`src/hw/rtl/sitda_pkg.sv`:
```
`timescale 1ns / 1ps
// ---------------------------------------------------------------------------
// sitda_pkg
// Shared types and constants for the signed integer to decimal text block.
// ---------------------------------------------------------------------------
package sitda_pkg;

   localparam int ValueWidth = 32;
   localparam int CharWidth  = 8;
   localparam int NumDigits  = 10;
   localparam int BcdWidth   = 4 * NumDigits;
   localparam int StepWidth  = $clog2(ValueWidth);
   localparam int CountWidth = $clog2(NumDigits + 1);

   localparam logic [CharWidth-1:0] CharZero  = 8'd48;
   localparam logic [CharWidth-1:0] CharMinus = 8'd45;

   typedef struct packed {
      logic load;
      logic step;
      logic shift_digit;
      logic emit_sign;
      logic emit_digit;
      logic last;
   } cmd_type;

   typedef struct packed {
      logic top_zero;
      logic negative;
   } status_type;

endpackage

```
`src/hw/rtl/sitda_dp.sv`:
```
`timescale 1ns / 1ps
// ---------------------------------------------------------------------------
// sitda_dp
// Datapath: magnitude, shift-add-3 binary to bcd, digit shifter and the
// output character register.
// ---------------------------------------------------------------------------
module sitda_dp (
   input  logic                                 clock,
   input  logic signed [sitda_pkg::ValueWidth-1:0] req_value,
   input  sitda_pkg::cmd_type                   cmd,
   output sitda_pkg::status_type                status,
   output logic        [sitda_pkg::CharWidth-1:0]  rsp_character,
   output logic                                 rsp_last
);
   import sitda_pkg::*;

   logic [ValueWidth-1:0] mag_ff, mag_in;
   logic [BcdWidth-1:0]   bcd_ff, bcd_in;
   logic                  neg_ff, neg_in;
   logic [CharWidth-1:0]  char_ff, char_in;
   logic                  last_ff, last_in;
   logic [BcdWidth-1:0]   bcd_adj;
   logic [ValueWidth-1:0] raw;

   assign raw = ValueWidth'(req_value);

   // add 3 to every digit of five or more
   always_comb begin
      for (int i = 0; i < NumDigits; i++) begin
         if (bcd_ff[4*i +: 4] >= 4'd5) begin
            bcd_adj[4*i +: 4] = bcd_ff[4*i +: 4] + 4'd3;
         end else begin
            bcd_adj[4*i +: 4] = bcd_ff[4*i +: 4];
         end
      end
   end

   always_comb begin
      mag_in  = mag_ff;
      bcd_in  = bcd_ff;
      neg_in  = neg_ff;
      char_in = char_ff;
      last_in = last_ff;
      if (cmd.load) begin
         neg_in = raw[ValueWidth-1];
         mag_in = raw[ValueWidth-1] ? (~raw + ValueWidth'(1)) : raw;
         bcd_in = '0;
      end else if (cmd.step) begin
         {bcd_in, mag_in} = {bcd_adj[BcdWidth-2:0], mag_ff, 1'b0};
      end
      if (cmd.emit_sign) begin
         char_in = CharMinus;
         last_in = cmd.last;
      end else if (cmd.emit_digit) begin
         char_in = CharZero + {4'd0, bcd_ff[BcdWidth-1 -: 4]};
         last_in = cmd.last;
      end
      if (cmd.shift_digit) begin
         bcd_in = {bcd_ff[BcdWidth-5:0], 4'd0};
      end
   end

   always_ff @(posedge clock) begin
      mag_ff  <= mag_in;
      bcd_ff  <= bcd_in;
      neg_ff  <= neg_in;
      char_ff <= char_in;
      last_ff <= last_in;
   end

   assign status.top_zero = (bcd_ff[BcdWidth-1 -: 4] == 4'd0);
   assign status.negative = neg_ff;
   assign rsp_character   = char_ff;
   assign rsp_last        = last_ff;

endmodule

```
`src/hw/rtl/sitda_ctrl.sv`:
```
`timescale 1ns / 1ps
// ---------------------------------------------------------------------------
// sitda_ctrl
// Controller: sequences load, conversion steps, leading zero trim and
// character output, and owns both handshakes.
// ---------------------------------------------------------------------------
module sitda_ctrl (
   input  logic                  clock,
   input  logic                  reset,
   input  logic                  req_valid,
   output logic                  req_ready,
   output logic                  rsp_valid,
   input  logic                  rsp_ready,
   input  sitda_pkg::status_type status,
   output sitda_pkg::cmd_type    cmd
);
   import sitda_pkg::*;

   localparam logic [2:0] StIdle  = 3'd0;
   localparam logic [2:0] StConv  = 3'd1;
   localparam logic [2:0] StTrim  = 3'd2;
   localparam logic [2:0] StSign  = 3'd3;
   localparam logic [2:0] StDigit = 3'd4;

   logic [2:0]            state_ff, state_in;
   logic [StepWidth-1:0]  step_ff, step_in;
   logic [CountWidth-1:0] count_ff, count_in;
   logic                  valid_ff, valid_in;
   logic                  out_free;

   assign out_free  = !valid_ff || rsp_ready;
   assign req_ready = (state_ff == StIdle);

   always_comb begin
      state_in = state_ff;
      step_in  = step_ff;
      count_in = count_ff;
      cmd      = '0;
      case (state_ff)
         StIdle: begin
            if (req_valid) begin
               cmd.load = 1'b1;
               step_in  = '0;
               state_in = StConv;
            end
         end
         StConv: begin
            cmd.step = 1'b1;
            step_in  = step_ff + StepWidth'(1);
            if (step_ff == StepWidth'(ValueWidth - 1)) begin
               count_in = CountWidth'(NumDigits);
               state_in = StTrim;
            end
         end
         StTrim: begin
            if (status.top_zero && count_ff > CountWidth'(1)) begin
               cmd.shift_digit = 1'b1;
               count_in        = count_ff - CountWidth'(1);
            end else if (status.negative) begin
               state_in = StSign;
            end else begin
               state_in = StDigit;
            end
         end
         StSign: begin
            if (out_free) begin
               cmd.emit_sign = 1'b1;
               state_in      = StDigit;
            end
         end
         StDigit: begin
            if (out_free) begin
               cmd.emit_digit  = 1'b1;
               cmd.shift_digit = 1'b1;
               cmd.last        = (count_ff == CountWidth'(1));
               count_in        = count_ff - CountWidth'(1);
               if (count_ff == CountWidth'(1)) begin
                  state_in = StIdle;
               end
            end
         end
         default: begin
            state_in = StIdle;
         end
      endcase
   end

   always_comb begin
      if (cmd.emit_sign || cmd.emit_digit) begin
         valid_in = 1'b1;
      end else if (rsp_ready) begin
         valid_in = 1'b0;
      end else begin
         valid_in = valid_ff;
      end
   end

   always_ff @(posedge clock) begin
      if (reset) begin
         state_ff <= StIdle;
         step_ff  <= '0;
         count_ff <= '0;
         valid_ff <= 1'b0;
      end else begin
         state_ff <= state_in;
         step_ff  <= step_in;
         count_ff <= count_in;
         valid_ff <= valid_in;
      end
   end

   assign rsp_valid = valid_ff;

endmodule

```
`src/hw/rtl/signed_int_to_decimal_ascii.sv`:
```
`timescale 1ns / 1ps
// ---------------------------------------------------------------------------
// signed_int_to_decimal_ascii
// Converts a signed 32-bit integer to its decimal ascii text, one character
// per output word, most significant first, with a minus sign when negative.
//
//   channel   ports                          carries
//   req       req_valid/ready, req_value     one signed 32-bit value
//   rsp       rsp_valid/ready, rsp_character one character, last flag
//             rsp_last
//
// one word takes a load, one shift-add-3 step per value bit, leading zero
// trim, then its characters (up to 11), a minus sign first when negative.
// reset is synchronous and clears the controller and the output valid.
// a stalled rsp holds the current character; character output waits for it.
// ---------------------------------------------------------------------------
module signed_int_to_decimal_ascii (
   input  logic                                    clock,
   input  logic                                    reset,
   input  logic                                    req_valid,
   output logic                                    req_ready,
   input  logic signed [sitda_pkg::ValueWidth-1:0] req_value,
   output logic                                    rsp_valid,
   input  logic                                    rsp_ready,
   output logic        [sitda_pkg::CharWidth-1:0]  rsp_character,
   output logic                                    rsp_last
);
   import sitda_pkg::*;

   cmd_type    cmd;
   status_type status;

   sitda_ctrl u_ctrl (
      .clock     (clock),
      .reset     (reset),
      .req_valid (req_valid),
      .req_ready (req_ready),
      .rsp_valid (rsp_valid),
      .rsp_ready (rsp_ready),
      .status    (status),
      .cmd       (cmd)
   );

   sitda_dp u_dp (
      .clock         (clock),
      .req_value     (req_value),
      .cmd           (cmd),
      .status        (status),
      .rsp_character (rsp_character),
      .rsp_last      (rsp_last)
   );

endmodule

```
`config.mk`:
```
export PLATFORM = sky130hd
export DESIGN_NAME = signed_int_to_decimal_ascii
export DESIGN_NICKNAME = d
export VERILOG_FILES = /design/src/hw/rtl/sitda_pkg.sv /design/src/hw/rtl/sitda_dp.sv /design/src/hw/rtl/sitda_ctrl.sv /design/src/hw/rtl/signed_int_to_decimal_ascii.sv
export SDC_FILE = /design/constraint.sdc
export NUM_CORES = 1
export LEC_CHECK = 0
export BUFFER_PORTS_ARGS = -buffer_cell sky130_fd_sc_hd__buf_2
export CAP_MARGIN = 40
export CORE_MARGIN = 2
export CORE_UTILIZATION = 50
export DETAILED_ROUTE_END_ITERATION = 7
export PLACE_DENSITY = 0.69
export RECOVER_POWER = 100
export SLEW_MARGIN = 20
export SYNTH_ARGS = -nofsm -noshare
export SYNTH_HDL_FRONTEND = slang
export SYNTH_HIERARCHICAL = 1
export SYNTH_SLANG_ARGS = --single-unit
```
`constraint.sdc`:
```
create_clock -name clock -period 7.15 [get_ports clock]
set_clock_uncertainty 0.15 [all_clocks]
set_input_delay 0.3575 -clock clock [delete_from_list [all_inputs] [get_ports clock]]
set_output_delay 0.3575 -clock clock [all_outputs]
set_load 0.03 [all_outputs]
```
==> flow_summary.ini, run 1 <==
[status]
status = finished, violations left
violations = max-capacitance violations, max-slew violations

[drt]
drt_wl_total_um = 11100
vias_per_cell = 5.673
vias = 4317
ant_nets = 0
drc = 0
first_pass_iters = 5
post_drt_wl_per_cell_um = 14.58
dr.first_iter.drc_count = 329

[synthesis]
synth_seq_area_share_pct = 44.58
ys_seq_elements = 92
synth_edf_count = 70
syn_area_um2 = 5703
ys.warnings.count = 6
synthFlopType = edfxtp_1
async_reset_ff_share_pct = 0
ys_types = 64
synth_cells = 586
synth.avg_cell_area_um2 = 9.732

[place]
dp_hpwl_um = 7514
gp_congestion = 0.7718
port_buffers = 43
placed_area_um2 = 5987

[global_route]
grt_pass1_wl_um = 19040
grt_antenna_before_repair = 0
grt.overflow.total = 0
grt_use_total_pct = 18.59
grt_max_degree = 73
grt_pass1_vias = 4141

[finish]
area_delta_synth_final_pct = 8.447
design_area_um2 = 6185
drive_gt1_share_pct = 10.84
final_cell_mix = edfxtp_1 (70), a21oi_1 (64), nor2_1 (52)
antennaDiodeCount = 0
nets = 674
mostFrequentLayoutCell = edfxtp_1

[sta]
period_share_pct = 59.43
fmax_mhz = 235.3
hold_viol = 0
relSlewSlack_pct = -76.66
min_period_ns = 4.249
setup_violations = 0
grt_setup_unrepaired = no
holdWs_ns = 0.1818
tightest_slew_ns = 2.650
tns_ns = 0
slew_violations = 92

[setup_path]
worstPathArrival_ns = 4.19
critPathKind = reg -> reg
crit_path_end_kind = flip-flop
startpoint_type = flip-flop
crit_fanout = 72
critPathRequiredTime_ns = 7.09

[floorplan]
num_io_pins = 47
start_util_pct = 50.59
dieArea_um2 = 12280
die_y_um = 110.8
core_area_um2 = 11270
fp.dieW_um = 110.8
row_count = 39

[cts]
tritoncts = done
htreeDepth = 3
cts_buffer_depth = 2
clk_pin_slew_ns = 0.07
cts_setup_buffers = 0
cts.repair.resized = 0
worstSkewPairLatency_ns = 0.35
cts_buffers = 9
cts_sinks = 92
hold_buffers = 0
clockRootBuffer = clkbuf_16

[power]
power_density_nw_per_um2 = 396.5
p_leak_nw = 2.301
peakVddDrop_v = 0.0002579

[worst_hold_path]
hold_class = in -> reg

[run]
maxCapViolCount = 2
-- through the flow --
step | utilization [%] | cells | total power (W) | setup WS, ns
2_1_floorplan | - | 587 | 0.001779 | 4.168
3_3_place_gp | 52.98 | 744 | 0.001963 | 3.647
3_5_place_dp | 53.11 | 745 | 0.002034 | 3.846
4_1_cts | 55.46 | 761 | 0.002479 | 3.825
5_1_grt | 54.87 | 761 | 0.002645 | 2.301
6_report | 54.87 | 761 | 0.002452 | 2.901
-- Yosys cell counts (11+ instances only) --
cell type   n  area share [%]
edfxtp_1   70              37
a21oi_1    64             5.6
nor2_1     52             3.4
o21ai_0    43             3.8
nand2_1    42             2.8
inv_1      31             2.0
xor2_1     31             4.8
ha_1       25             5.5
dfxtp_1    22             7.7
clkbuf_1   19             1.3
nand2b_1   14             1.5
o31ai_1    14             1.8
xnor2_1    11             1.7
-- kinds of logic after synthesis --
family / count (synthesis) / share of synthesized area [%]
AO/OA/AOI/OAI: 170 / 19.35
buffers and inverters: 63 / 4.849
multiplexers: 9 / 1.602
flip-flops: 92 / 44.58
XOR/XNOR: 42 / 6.450
AND/OR/NAND/NOR: 183 / 17.55
adder cells (fa/ha/maj): 25 / 5.485
other: 2 / 0.1317
-- where the power goes --
part / internal (W) / switching (W)
clock network: 0.000243 / 0.000193
registers: 0.000911 / 0.000178
logic: 0.000347 / 0.000580
-- worst paths after layout --
path         depth (start not counted)  slack [ns]                   from                     to
min                                  2        0.18           req_value[0]         u_dp/mag_ff[0]
max                                  8        2.90     u_ctrl/state_ff[0]         u_dp/bcd_ff[8]
max reg2reg                          8        2.90     u_ctrl/state_ff[0]         u_dp/bcd_ff[8]
min reg2reg                          2        0.33  u_dp/rsp_character[4]  u_dp/rsp_character[4]
-- area by class of cell --
type,instances,area [µm²]
Tap cell,143,178.9
Inverter,31,116.4
Timing Repair Buffer,47,237.7
Sequential cell,92,2542
Multi-Input combinational cell,432,2845
Fill cell,984,5087
Clock inverter,3,13.76
Clock buffer,13,250.2
-- flip-flops by register name, indices dropped and copies added, names as in the netlist --
signal              flops
u_ctrl/step_ff          5
u_dp/rsp_last           1
u_dp/mag_ff            32
u_dp/rsp_character      5
u_ctrl/state_ff         3
u_dp/neg_ff             1
u_ctrl/count_ff         4
u_ctrl/rsp_valid        1
u_dp/bcd_ff            40
-- routing by layer --
metal	wire, µm	GRT usage (%)	vias to the layer above
met3	409	2.952	14
met1	5186	24.41	2038
li1	-	-	2172
met5	0	0	-
met2	5300	30.47	93
met4	201	8.250	0
-- critical path: stages, from the launching register on --
cell and delay, ns:
dfxtp_1 0.45, nor4b_4 0.31, clkbuf_1 1.91, nor2_1 0.18, nand2_1 0.43, buf_8 0.23
nor2_1 0.06, a21oi_1 0.15, o32ai_1 0.10
(Power assumes the default switching activity.)
==> run 2, diff against run 1 <==
--- a/config.mk
+++ b/config.mk
@@ -10,7 +10,7 @@
 export CORE_MARGIN = 2
 export CORE_UTILIZATION = 50
 export DETAILED_ROUTE_END_ITERATION = 7
-export PLACE_DENSITY = 0.69
+export PLACE_DENSITY = 0.71
 export RECOVER_POWER = 100
 export SLEW_MARGIN = 20
 export SYNTH_ARGS = -nofsm -noshare
==> constraint.sdc (replaced) <==
create_clock -name clock -period 3.53 [get_ports clock]
set_clock_uncertainty 0.15 [all_clocks]
set_input_delay 0.1765 -clock clock [delete_from_list [all_inputs] [get_ports clock]]
set_output_delay 0.1765 -clock clock [all_outputs]
set_load 0.03 [all_outputs]
==> flow_summary.ini, run 2 (synthesis gave the netlist of run 1 again) <==
[status]
status = finished clean

[finish]
drive_gt1_share_pct = 11.86
nets = 680
antennaDiodeCount = 0
reg.largest.list = u_dp/bcd_ff: 40 flops, u_dp/mag_ff: 32 flops
top_register = u_dp/bcd_ff
mostFrequentLayoutCell = edfxtp_1
largest_reg_flops = 40
n_fill_cell = 998
area_delta_synth_final_pct = 9.610
final_cell_mix = edfxtp_1 (70), a21oi_1 (64), nor2_1 (52)

[cts]
hold_buffers = 0
cts_buffer_depth = 2
clk_pin_slew_ns = 0.06
cts.repair.resized = 0
htreeDepth = 3
tritoncts = done
cts_sinks = 92
cts_buffers = 9
clockRootBuffer = clkbuf_16
worstSkewPairLatency_ns = 0.34
cts_setup_buffers = 0

[sta]
fmax_mhz = 333.5
slew_violations = 0
finalWorstSetupSlack_ns = 0.5319
min_period_ns = 2.998
relSlewSlack_pct = 8.168
setup_violations = 0
tns_ns = 0
period_share_pct = 84.93
hold_viol = 0
grt_setup_unrepaired = no
tightest_slew_ns = 1.377

[power]
peakVddDrop_v = 0.0003825
p_leak_nw = 2.329
power_density_nw_per_um2 = 801.9

[floorplan]
start_util_pct = 50.59
fp.dieW_um = 110.8
die_y_um = 110.8
row_count = 39
dieArea_um2 = 12280
num_io_pins = 47
core_area_um2 = 11270

[drt]
drt_wl_total_um = 11080
met1_length_um = 5238
routed-wl-met3_um = 472
vias_per_cell = 5.687
top_layer = met4
dr.first_iter.drc_count = 308
vias = 4362
post_drt_wl_per_cell_um = 14.44
first_pass_iters = 4
met2_length_um = 5235
ant_nets = 0
drc = 0

[setup_path]
crit_path_end_kind = flip-flop
critPathKind = reg -> reg
crit_family = simple AND/OR/NAND/NOR gates
worstPathArrival_ns = 2.93
slowest_delay_ns = 1.12
path_depth = 5
r2r_cells = 5
critPathBufInv = 0
critPathRequiredTime_ns = 3.46
crit_fanout = 14
startpoint_type = flip-flop
worstPathCellList = nor4b_1 -> nor2_1 -> and2_0 -> a41oi_1 -> o32ai_1
slowest_stage = nor4b_1

[global_route]
grt_antenna_before_repair = 0
grt_pass1_wl_um = 19110
grt.overflow.total = 0
grt_pass1_vias = 4116
grt_max_degree = 36
grt_use_total_pct = 18.76

[place]
dp_hpwl_um = 7601
port_buffers = 43
gp_congestion = 0.7855
preCtsSetupSlack_ns = 0.7551

[worst_hold_path]
min_path_cells = 2
hold_class = in -> reg

[run]
maxCapViolCount = 0
==> run 2: changes by cell type in the layout (fill, tap and decap cells not counted), sizes merged <==
cell / change
clkbuf: -1
buf: +4
bufinv: +1
clkinv: +1
clkinvlp: +1
==> run 2: area by class of cell <==
cell class | count | area [µm²] | area share, %
clock buffers | 10 | 229.0 | 3.663
clock inverters | 6 | 55.05 | 0.8807
inverters | 31 | 116.4 | 1.861
multi-input cells | 432 | 2860 | 45.76
flip-flops and latches | 92 | 2542 | 40.67
well taps | 143 | 178.9 | 2.862
repair buffers | 53 | 269.0 | 4.303
==> run 2: metrics by stage <==
stage	area, µm²	total power (W)	cells	util, %	hold WS (ns)
2_1_floorplan	5707	0.003604	587	-	0.1254
3_3_place_gp	6025	0.004034	751	53.45	0.2975
3_5_place_dp	6025	0.004122	751	53.45	0.3168
4_1_cts	6309	0.005085	767	55.97	0.009150
5_1_grt	6251	0.005424	767	55.46	0.03183
6_report	6251	0.005012	767	55.46	0.02382
==> run 2: worst paths after layout <==
kind	slack (ns)	end	startpoint
worst min register to register	0.33	u_dp/rsp_character[4]	u_dp/rsp_character[4]
worst max register to register	0.53	u_dp/bcd_ff[12]	u_ctrl/state_ff[0]
worst max-delay path	0.53	u_dp/bcd_ff[12]	u_ctrl/state_ff[0]
worst min-delay path	0.02	u_dp/mag_ff[0]	req_value[0]
==> run 2: worst register-to-register path, delay by kind of cell, from the launching register on <==
kind               cells  cell delay [ns]
and+or+nand+nor        3             1.70
DFF                    1             0.44
AOI/OAI and AO/OA      2             0.44
==> run 2: power by group <==
part           internal [W]  switching [W]
Clock              0.000541       0.000392
Combinational      0.000704        0.00116
Sequential          0.00184       0.000367
==> run 2: routing by layer <==
metal / vias to the layer above / global-route usage (%)
met3: 11 / 4.429
met5: - / 0
li1: 2192 / -
met4: 0 / 6.500
met2: 79 / 29.69
met1: 2080 / 25.38
